[src/sv/epd_pkg.sv]
package epd_pkg;

  localparam logic [7:0] DELIM_BYTE   = 8'h2B;
  localparam logic [7:0] ESC_BYTE     = 8'd17;
  localparam logic [4:0] CHANNEL_MASK = 5'h1F;
  localparam logic [7:0] MIN_FRAME    = 8'd2;
  localparam logic [7:0] MAX_LEN_RST  = 8'd64;

  localparam int QUEUE_DEPTH_DEF = 2;

  localparam logic [1:0] STATUS_OK       = 2'd0;
  localparam logic [1:0] STATUS_BAD      = 2'd1;
  localparam logic [1:0] STATUS_OVERFLOW = 2'd2;

  typedef enum logic {
    OP_DATA  = 1'b0,
    OP_DELIM = 1'b1
  } op_t;

  typedef struct packed {
    op_t        op;
    logic [7:0] value;
  } q_entry_t;

endpackage

[src/sv/epd_front.sv]
module epd_front (
  input  logic              clk,
  input  logic              rst_n,
  input  logic              in_valid,
  output logic              in_ready,
  input  logic [7:0]        in_rx_byte,
  output logic              push,
  output epd_pkg::q_entry_t push_entry,
  input  logic              q_ready
);
  import epd_pkg::*;

  logic esc_r;
  logic esc_nxt;
  logic take;
  logic emit;

  assign in_ready = q_ready;
  assign take     = in_valid && q_ready;

  // An escaped word is always passed on as data; the back end decides
  // whether it is stored or dropped while discarding.
  always_comb begin
    esc_nxt          = esc_r;
    emit             = 1'b0;
    push_entry.op    = OP_DATA;
    push_entry.value = in_rx_byte;
    if (esc_r) begin
      emit    = 1'b1;
      esc_nxt = 1'b0;
    end else if (in_rx_byte == ESC_BYTE) begin
      esc_nxt = 1'b1;
    end else if (in_rx_byte == DELIM_BYTE) begin
      emit          = 1'b1;
      push_entry.op = OP_DELIM;
    end else begin
      emit = 1'b1;
    end
  end

  assign push = take && emit;

  always_ff @(posedge clk) begin
    if (!rst_n) begin
      esc_r <= 1'b0;
    end else if (take) begin
      esc_r <= esc_nxt;
    end
  end

endmodule

[src/sv/epd_queue.sv]
module epd_queue #(
  parameter int DEPTH = epd_pkg::QUEUE_DEPTH_DEF
) (
  input  logic              clk,
  input  logic              rst_n,
  input  logic              push,
  input  epd_pkg::q_entry_t push_entry,
  output logic              q_ready,
  output logic              pop_valid,
  output epd_pkg::q_entry_t pop_entry,
  input  logic              pop
);
  import epd_pkg::*;

  localparam int PW = (DEPTH > 1) ? $clog2(DEPTH) : 1;
  localparam int CW = $clog2(DEPTH + 1);

  q_entry_t        mem [DEPTH];
  logic [PW-1:0]   wr_ptr_r;
  logic [PW-1:0]   rd_ptr_r;
  logic [CW-1:0]   count_r;
  logic [CW-1:0]   count_nxt;

  assign q_ready   = (count_r != CW'(DEPTH));
  assign pop_valid = (count_r != '0);
  assign pop_entry = mem[rd_ptr_r];

  always_comb begin
    count_nxt = count_r;
    if (push && !pop) begin
      count_nxt = count_r + CW'(1);
    end else if (pop && !push) begin
      count_nxt = count_r - CW'(1);
    end
  end

  always_ff @(posedge clk) begin
    if (push) begin
      mem[wr_ptr_r] <= push_entry;
    end
  end

  always_ff @(posedge clk) begin
    if (!rst_n) begin
      wr_ptr_r <= '0;
      rd_ptr_r <= '0;
      count_r  <= '0;
    end else begin
      if (push) begin
        wr_ptr_r <= (wr_ptr_r == PW'(DEPTH - 1)) ? '0 : wr_ptr_r + PW'(1);
      end
      if (pop) begin
        rd_ptr_r <= (rd_ptr_r == PW'(DEPTH - 1)) ? '0 : rd_ptr_r + PW'(1);
      end
      count_r <= count_nxt;
    end
  end

endmodule

[src/sv/epd_back.sv]
module epd_back (
  input  logic              clk,
  input  logic              rst_n,
  input  logic              cfg_valid,
  input  logic [7:0]        cfg_max_length,
  input  logic              pop_valid,
  input  epd_pkg::q_entry_t pop_entry,
  output logic              pop,
  output logic              out_valid,
  input  logic              out_ready,
  output logic              out_is_end,
  output logic [7:0]        out_byte_index,
  output logic [7:0]        out_data_byte,
  output logic [1:0]        out_status,
  output logic [7:0]        out_frame_length,
  output logic [4:0]        out_channel
);
  import epd_pkg::*;

  logic [7:0] max_length_r;
  logic [7:0] stored_count_r;
  logic [7:0] stored_count_nxt;
  logic [7:0] xor_r;
  logic [7:0] xor_nxt;
  logic [4:0] channel_r;
  logic [4:0] channel_nxt;
  logic       discard_r;
  logic       discard_nxt;
  logic [7:0] limit;
  logic [7:0] count_inc;

  logic       out_valid_r;
  logic       out_valid_nxt;
  logic       out_is_end_r;
  logic [7:0] out_byte_index_r;
  logic [7:0] out_data_byte_r;
  logic [1:0] out_status_r;
  logic [7:0] out_frame_length_r;
  logic [4:0] out_channel_r;
  logic       load;

  assign pop       = pop_valid && (!out_valid_r || out_ready);
  assign limit     = (max_length_r == 8'd0) ? 8'd1 : max_length_r;
  assign count_inc = stored_count_r + 8'd1;

  always_comb begin
    stored_count_nxt = stored_count_r;
    xor_nxt          = xor_r;
    channel_nxt      = channel_r;
    discard_nxt      = discard_r;
    load             = 1'b0;
    if (pop) begin
      if (pop_entry.op == OP_DELIM) begin
        load             = 1'b1;
        stored_count_nxt = 8'd0;
        xor_nxt          = 8'd0;
        channel_nxt      = 5'd0;
        discard_nxt      = 1'b0;
      end else if (!discard_r) begin
        load             = 1'b1;
        stored_count_nxt = count_inc;
        xor_nxt          = xor_r ^ pop_entry.value;
        if (stored_count_r == 8'd0) begin
          channel_nxt = pop_entry.value[4:0] & CHANNEL_MASK;
        end
        discard_nxt = (count_inc >= limit);
      end
    end
  end

  always_comb begin
    out_valid_nxt = out_valid_r;
    if (load) begin
      out_valid_nxt = 1'b1;
    end else if (out_ready) begin
      out_valid_nxt = 1'b0;
    end
  end

  always_ff @(posedge clk) begin
    if (!rst_n) begin
      max_length_r   <= MAX_LEN_RST;
      stored_count_r <= 8'd0;
      xor_r          <= 8'd0;
      channel_r      <= 5'd0;
      discard_r      <= 1'b0;
      out_valid_r    <= 1'b0;
    end else begin
      if (cfg_valid) begin
        max_length_r <= cfg_max_length;
      end
      stored_count_r <= stored_count_nxt;
      xor_r          <= xor_nxt;
      channel_r      <= channel_nxt;
      discard_r      <= discard_nxt;
      out_valid_r    <= out_valid_nxt;
    end
  end

  always_ff @(posedge clk) begin
    if (load) begin
      if (pop_entry.op == OP_DELIM) begin
        out_is_end_r       <= 1'b1;
        out_byte_index_r   <= 8'd0;
        out_data_byte_r    <= 8'd0;
        out_frame_length_r <= stored_count_r;
        out_channel_r      <= channel_r;
        if (discard_r) begin
          out_status_r <= STATUS_OVERFLOW;
        end else if ((xor_r == 8'd0) && (stored_count_r >= MIN_FRAME)) begin
          out_status_r <= STATUS_OK;
        end else begin
          out_status_r <= STATUS_BAD;
        end
      end else begin
        out_is_end_r       <= 1'b0;
        out_byte_index_r   <= stored_count_r;
        out_data_byte_r    <= pop_entry.value;
        out_status_r       <= STATUS_OK;
        out_frame_length_r <= 8'd0;
        out_channel_r      <= 5'd0;
      end
    end
  end

  assign out_valid        = out_valid_r;
  assign out_is_end       = out_is_end_r;
  assign out_byte_index   = out_byte_index_r;
  assign out_data_byte    = out_data_byte_r;
  assign out_status       = out_status_r;
  assign out_frame_length = out_frame_length_r;
  assign out_channel      = out_channel_r;

`ifndef SYNTH
  // Discarding only starts after at least one word was stored.
  a_discard_has_count: assert property (@(posedge clk) disable iff (!rst_n)
    discard_r |-> (stored_count_r != 8'd0))
    else $error("discarding with an empty frame");

  // A delimiter always leaves the frame state cleared.
  a_delim_clears: assert property (@(posedge clk) disable iff (!rst_n)
    (pop && (pop_entry.op == OP_DELIM)) |=>
      ((stored_count_r == 8'd0) && (xor_r == 8'd0) && !discard_r && out_valid_r))
    else $error("frame state not cleared after delimiter");

  // A stored word is presented with the index it had before the count moved.
  a_store_index: assert property (@(posedge clk) disable iff (!rst_n)
    (pop && (pop_entry.op == OP_DATA) && !discard_r) |=>
      (out_valid_r && !out_is_end_r && (out_byte_index_r == stored_count_r - 8'd1)))
    else $error("stored word index mismatch");
`endif

endmodule

[src/sv/escaped_packet_deframer_unit.sv]
// Channel  | Ports                                        | Direction
// ---------+----------------------------------------------+----------
// in       | in_valid, in_ready, in_rx_byte               | input word
// out      | out_valid, out_ready, out_is_end, out_byte_index,
//          | out_data_byte, out_status, out_frame_length, | result word
//          | out_channel                                  |
// cfg      | cfg_valid, cfg_ready, cfg_max_length         | register write
//
// One word per cycle is sustained while the queue is not full; a word is
// written into the queue as it is accepted (escape decode on the way in),
// and the back end updates the output register as the word leaves it.
// The queue of QUEUE_DEPTH entries lets the input keep running while a
// result waits on out_ready; in_ready drops only when the queue is full.
// Reset is synchronous and leaves no frame open, max_length at 64.
// cfg_ready is always high.
module escaped_packet_deframer_unit #(
  parameter int QUEUE_DEPTH = epd_pkg::QUEUE_DEPTH_DEF
) (
  input  logic       clk,
  input  logic       rst_n,
  input  logic       in_valid,
  output logic       in_ready,
  input  logic [7:0] in_rx_byte,
  output logic       out_valid,
  input  logic       out_ready,
  output logic       out_is_end,
  output logic [7:0] out_byte_index,
  output logic [7:0] out_data_byte,
  output logic [1:0] out_status,
  output logic [7:0] out_frame_length,
  output logic [4:0] out_channel,
  input  logic       cfg_valid,
  output logic       cfg_ready,
  input  logic [7:0] cfg_max_length
);
  import epd_pkg::*;

  logic     push;
  q_entry_t push_entry;
  logic     q_ready;
  logic     pop_valid;
  q_entry_t pop_entry;
  logic     pop;

  assign cfg_ready = 1'b1;

  epd_front u_front (
    .clk        (clk),
    .rst_n      (rst_n),
    .in_valid   (in_valid),
    .in_ready   (in_ready),
    .in_rx_byte (in_rx_byte),
    .push       (push),
    .push_entry (push_entry),
    .q_ready    (q_ready)
  );

  epd_queue #(
    .DEPTH (QUEUE_DEPTH)
  ) u_queue (
    .clk        (clk),
    .rst_n      (rst_n),
    .push       (push),
    .push_entry (push_entry),
    .q_ready    (q_ready),
    .pop_valid  (pop_valid),
    .pop_entry  (pop_entry),
    .pop        (pop)
  );

  epd_back u_back (
    .clk              (clk),
    .rst_n            (rst_n),
    .cfg_valid        (cfg_valid),
    .cfg_max_length   (cfg_max_length),
    .pop_valid        (pop_valid),
    .pop_entry        (pop_entry),
    .pop              (pop),
    .out_valid        (out_valid),
    .out_ready        (out_ready),
    .out_is_end       (out_is_end),
    .out_byte_index   (out_byte_index),
    .out_data_byte    (out_data_byte),
    .out_status       (out_status),
    .out_frame_length (out_frame_length),
    .out_channel      (out_channel)
  );

endmodule

[config.mk]
export PLATFORM = sky130hd
export DESIGN_NAME = escaped_packet_deframer_unit
export DESIGN_NICKNAME = d
export VERILOG_FILES = /design/src/sv/epd_pkg.sv /design/src/sv/epd_front.sv /design/src/sv/epd_queue.sv /design/src/sv/epd_back.sv /design/src/sv/escaped_packet_deframer_unit.sv
export SDC_FILE = /design/constraint.sdc
export NUM_CORES = 1
export LEC_CHECK = 0
export BUFFER_PORTS_ARGS = -buffer_cell sky130_fd_sc_hd__buf_2
export CAP_MARGIN = 20
export CORE_MARGIN = 5
export CORE_UTILIZATION = 45
export DETAILED_ROUTE_END_ITERATION = 8
export GPL_ROUTABILITY_DRIVEN = 0
export PLACE_DENSITY = 0.64
export SYNTH_ARGS = -nofsm -noshare
export SYNTH_HDL_FRONTEND = slang
export SYNTH_SLANG_ARGS = --single-unit
[constraint.sdc]
create_clock -name clk -period 2.99 [get_ports clk]
set_input_delay 0.299 -clock clk [delete_from_list [all_inputs] [get_ports clk]]
set_output_delay 0.299 -clock clk [all_outputs]
set_load 0.03 [all_outputs]
**Word-level counts from Yosys, hierarchy flattened**

Memory sizes are Yosys's and may differ from the RTL's. A register that Yosys moved wholly into a read port is not among the register bits.
Index checks and enable logic that the tools add are counted.
Widths: inputs -> output; s select.

- Bits in registers: 68
- RAM bits: 18
- Input bits: 21
- Output and inout bits: 35
- Logic and storage cells: 84
- Memories: 1

- Add/sub/neg operators: 5
- Order comparisons: 2
- Eq/ne operators: 4
- Muxes and demuxes: 33
- Bitwise logic cells: 2
- Reduce and logical (&&, ||, !) cells: 20

Memories:

| name | words | width | read ports | clocked after memory_dff | wr ports | line | RTL |
|---|---|---|---|---|---|---|---|
| u_queue.mem | 2 | 9 | 1 | 1 | 1 | epd_queue.sv:18 | `q_entry_t mem [DEPTH];` |

Operators with widths:

| operator | number |
|---|---|
| $mux 8 | 5 |
| $logic_not 8->1 | 3 |
| $mux 1 | 22 |
| $mux 5 | 3 |
| $add 8x1->8 const B | 1 |
| $eq 8x5->1 const B | 1 |
| $eq 8x6->1 const B | 1 |
| $ge 8x2->1 const B | 1 |
| $ge 8x8->1 | 1 |
| $reduce_bool 2->1 | 4 |
| $xor 8x8->8 | 1 |
| $logic_and 1x1->1 | 6 |
| $mux 2 | 3 |
| $ne 2x2->1 const B | 2 |
| $logic_not 1->1 | 3 |
| $reduce_and 3->1 | 1 |
| $add 1x1->1 const B | 2 |
| $add 2x1->2 const B | 1 |
| $reduce_and 2->1 | 1 |
| $reduce_or 2->1 | 1 |
| $sub 2x1->2 const B | 1 |
| $logic_or 1x1->1 | 1 |
| $not 1->1 | 1 |

**Longest topological paths before layout**

- Depth in word-level cells: 8
- Depth in mapped cells: 9
- Gate-level depth less buffers: 9

**By module**

A second synthesis with hierarchy kept.

- Cell total of the unflattened synthesis: 312
- Area, all modules: 3838.7 um^2

Modules (own cells, without submodules):

| module | times used | cells an instance | area an instance (um^2) | sequential area each (um^2) |
|---|---|---|---|---|
| epd_back | 1 | 240 | 2795.2 | 1581.5 |
| epd_queue | 1 | 50 | 865.8 | 640.6 |
| epd_front | 1 | 20 | 166.4 | 20.0 |
| escaped_packet_deframer_unit | 1 | 2 | 11.3 | 0.0 |

**Worst setup path after synthesis**

No wires, ideal clock.

- Kind: register -> register
- Start point: register u_back.out_valid_r, in the netlist u_back.out_valid
- End point: register u_back.out_byte_index_r[0], in the netlist u_back.out_byte_index[0], enable pin
- Library setup time: 0.387 ns
- Arrival: 1.769 ns
- Data required time: 2.603 ns
- Setup slack: 0.834 ns
- Cell stages (with the launch flop): 5
- Clock period less this slack: 2.156 ns
- Cells stage by stage: dfxtp_1 -> nor2b_1 -> clkbuf_1 -> a211o_1 -> inv_1

- Word-level cells in the longest chain between the ends: 4

Ends and longest elaborated chain:

| item | line | RTL |
|---|---|---|
| start: declaration | epd_back.sv:32 | `logic out_valid_r;` |
| start signal: assignment | epd_back.sv:96 | `out_valid_r <= out_valid_nxt;` |
| $logic_not 1->1 | epd_back.sv:42 | `assign pop = pop_valid && (!out_valid_r \|\| out_ready);` |
| $logic_or 1x1->1 | epd_back.sv:42 |  |
| $logic_and 1x1->1 | epd_back.sv:42 |  |
| $mux 1 | epd_back.sv:52 | `if (pop) begin` |
| named net u_back.load | epd_back.sv:40 | `logic load;` |
| end signal: assignment | epd_back.sv:117 | `out_byte_index_r <= stored_count_r;` |
| end: declaration | epd_back.sv:35 | `logic [7:0] out_byte_index_r;` |

The timed path passes the listed nets, and every way through them passes these cells.
A chain may end at the register's enable or synchronous reset.

==> results.txt <==
Measured along the x axis, the die boundary spans 102 µm. Counting the buffers created by CTS gives 9. The number of buffers added to fix hold violations after cts is 0. The critical-path maximum fanout was 32; the number of antenna violations at the first check in global routing was 0. Entering global routing, the biggest net connects 33 pins. The floorplan die height came out at 102 µm. The main flop type after synthesis was sky130_fd_sc_hd__edfxtp_1.

The switching share of total power is 0.385. Once detailed placement completed, the half-perimeter wirelength came to 4940 µm. The proportion of layout cells with a drive suffix above 1 is 0.207.

After routing, the total negative slack on setup checks comes to 0 ns. The logs give 3790 µm² for the post-synthesis cell area and 11500 µm for the wire length of the first global-routing pass. Combinational power share: 0.364. The class of the worst hold path was in -> reg.

Setup violations remaining at the end of the flow were counted as 0. The average instance in the mapped netlist occupies 11.8 µm². STA classifies the critical path endpoint as a flip-flop.

In this run, the number of DRC markers left after iteration 0 of detailed routing was 160. The run gives 0 as the overflow left after global routing. TritonCTS built the clock tree. Timing-limited maximum frequency: 0.444 GHz. The root buffer cell chosen for the clock tree is sky130_fd_sc_hd__clkbuf_8. The routed layout has 2482 vias. The share of flip-flops with an asynchronous set or reset after synthesis is 0, and the total routing resource utilization after global routing is 0.143.

The final period utilization was 0.754. The number of enable flip-flop cells after synthesis came out at 50. The tools report the post-synthesis net count as 354.

The largest area contributor in the netlist was sky130_fd_sc_hd__edfxtp_1. The worst-case headroom to the max-slew limit was 0.410. Using the TritonRoute via totals, the vias-per-cell ratio works out to 5.15. The via count of the first global-routing pass was 2313; the cell-internal power was 2.57 mW.

The library cell used most frequently in the layout, excluding fill and tap cells, is sky130_fd_sc_hd__buf_2. In the routed design, unresolved DRC markers number 0. Setup repair after global routing left no endpoint under its margin. The worst setup path is of the reg -> reg kind.

The tools report the die area as 10300 µm². The clock arrives with 0.00772 ns of skew. Across the run, the number of max-cap violations was 0. The initial standard-cell utilization of the core was 0.461; the number of port buffers was 54. For the power share of the sequential group, the log shows 0.441.

In the layout the commonest cells are sky130_fd_sc_hd__buf_2, sky130_fd_sc_hd__edfxtp_1, sky130_fd_sc_hd__nor2_1, sky130_fd_sc_hd__dfxtp_1, sky130_fd_sc_hd__and2_1. The clock insertion delay at the later pin of the skew report was 0.35 ns; the core area was 8220 µm². The power spent charging and discharging nets was 1.61 mW. Data required time at the worst endpoint: 3.01 ns. The pre-antenna-repair detailed-routing pass consisted of 4 iterations. The clock network fraction of total power was 0.195; the routed wire length per instance was 14.5 µm. The count of H-tree levels built during CTS is 3, and the number of distinct standard cells referenced by the synthesized netlist is 50. The synthesis-stage register bit count is 87.

The run gives 0.592 as the sequential share of the synthesized area. IR analysis of the VDD net gives a maximum drop of 0.411 mV. The run gives 0 as the number of max-slew violations in the final report.

The analysis attributes to cell leakage a power of 1.67 nW. The run finished with clean final reports. The portion of synthesized cell area occupied by the leading cell type came out at 0.397.

The worst setup path is launched from a flip-flop. The number of fillers in the final layout is 733, and the data arrival time of the critical path is 2.27 ns. For this run, the post-layout net count is 405. The clock period could shrink to 2.25 ns.

Wires add up to 6990 µm. In the synthesized netlist, the number of instances is 321. The repair_antennas step left the layout with diodes totalling 0.

Ranked by total cell area, the synthesized netlist is headed by sky130_fd_sc_hd__edfxtp_1, sky130_fd_sc_hd__dfxtp_1, sky130_fd_sc_hd__mux2i_1, sky130_fd_sc_hd__ha_1, sky130_fd_sc_hd__nor2_1. The longest clock path from root to sink contains 2 buffers. The floorplan has 33 rows. The power density of the placed cells was 967 nW/µm². The total setup buffers inserted after CTS was 0. Clock-pin slew was measured on the worst setup and hold paths at 0.09 ns.

After layout, the design draws a total of 4.18 mW. In this run the remaining antenna-violating nets after routing total 0. The Yosys step of the flow raised 0 warnings.

Post-CTS repair changed the size of 0 cells. From synthesis to final layout, the design area changed by 14.2%. Transition time at the pin with the least slew margin: 0.883 ns. The total count of hold-check failures in the final report was 0; the sink count of the clock tree was 87.

The number of I/O pins came out at 56.
==> registers in the layout, indices dropped and copies added (netlist names), 2 cells and up, named ones only <==
| register | cells |
|---|---|
| u_back.out_byte_index | 8 |
| u_back.max_length_r | 8 |
| u_back.xor_r | 8 |
| u_back.out_frame_length | 8 |
| u_back.out_channel | 5 |
| u_back.out_data_byte | 8 |
| u_queue.count_r | 2 |
| u_back.channel_r | 5 |
| u_queue.mem | 18 |
| u_back.out_status | 2 |
| u_back.stored_count_r | 8 |
==> cell type report <==
class	count	area (µm²)	share of cell area
clock buffers	11	141	0.0327
clock inverters	5	57.6	0.0133
inverters	14	52.6	0.0122
multi-input cells	203	1410	0.325
flip-flops and latches	87	2240	0.519
well taps	105	131	0.0304
repair buffers	57	293	0.0677
==> through the flow <==
step	cell area (µm²)	util	hold slack (ns)	cells	worst slack (ns)
floorplan	3790	-	0.398	321	0.834
global placement	4130	0.502	0.458	466	0.805
detailed placement	4130	0.502	0.472	466	0.705
CTS	4320	0.526	0.141	482	0.696
global route	4320	0.526	0.144	482	0.554
finish	4320	0.526	0.150	482	0.736
==> final timing paths <==
path | end | slack, ns | start | cells after the start
hold reg to reg | flip-flop | 0.49 | u_queue.rd_ptr_r$_SDFFE_PN0P_ | 2
hold / removal | u_queue.mem[1][2]$_DFFE_PP_ | 0.15 | in_rx_byte[2] | 1
setup / recovery | u_back.out_data_byte[0]$_SDFFCE_PP0P_ | 0.74 | flip-flop | 5
setup reg to reg | u_back.out_data_byte[0]$_SDFFCE_PP0P_ | 0.74 | flip-flop | 5
==> routing by layer <==
layer  global-route usage  up-vias  wire length, µm
met5                    0        -                0
met4               0.0757        0              153
met3               0.0262       12              350
met2                0.208       59             2990
met1                0.204     1145             3500
li1                     -     1266                -
==> logic make-up (layout without fill, tap and decap cells) <==
kind of cell    count (synthesis)  after routing  synth area share
simple gates                  109            109             0.155
flops                          87             87             0.592
compound gates                 48             48            0.0902
buf+inv                        31             87            0.0364
mux                            17             17            0.0482
xor+xnor                       16             16            0.0370
fa+ha+maj                      12             12            0.0397
other cells                     1              1          0.000990
==> critical path: stages (launching register included) <==
cell and delay (ns):
sky130_fd_sc_hd__dfxtp_1 0.67, sky130_fd_sc_hd__mux2i_4 0.13, sky130_fd_sc_hd__buf_4 0.24, sky130_fd_sc_hd__a211o_1 0.43
sky130_fd_sc_hd__inv_1 0.08, sky130_fd_sc_hd__buf_4 0.35
==> Yosys cell counts (all sizes together), types with 2 or more instances <==
master	count
nand2b	4
or4	5
mux2i	17
a2111oi	8
a21oi	13
and2	19
clkbuf	11
xnor2	11
o211ai	2
nand3	10
edfxtp	50
a32o	2
buf	6
nand2	15
a22oi	2
nor2	37
or3	2
a31oi	5
nor2b	3
ha	12
nor4	6
xor2	5
inv	14
o21ai	7
dfxtp	37
nor3	2
==> power groups by stage <==
stage	combinational (mW)	clock, mW	sequential [mW]
after floorplan	0.810	0	2.21
after global placement	1.52	0	1.87
after detailed placement	1.54	0	1.88
after CTS	1.55	0.828	1.85
after global routing	1.66	0.886	1.89
final	1.52	0.816	1.84
Power figures use the tool's default switching activity.
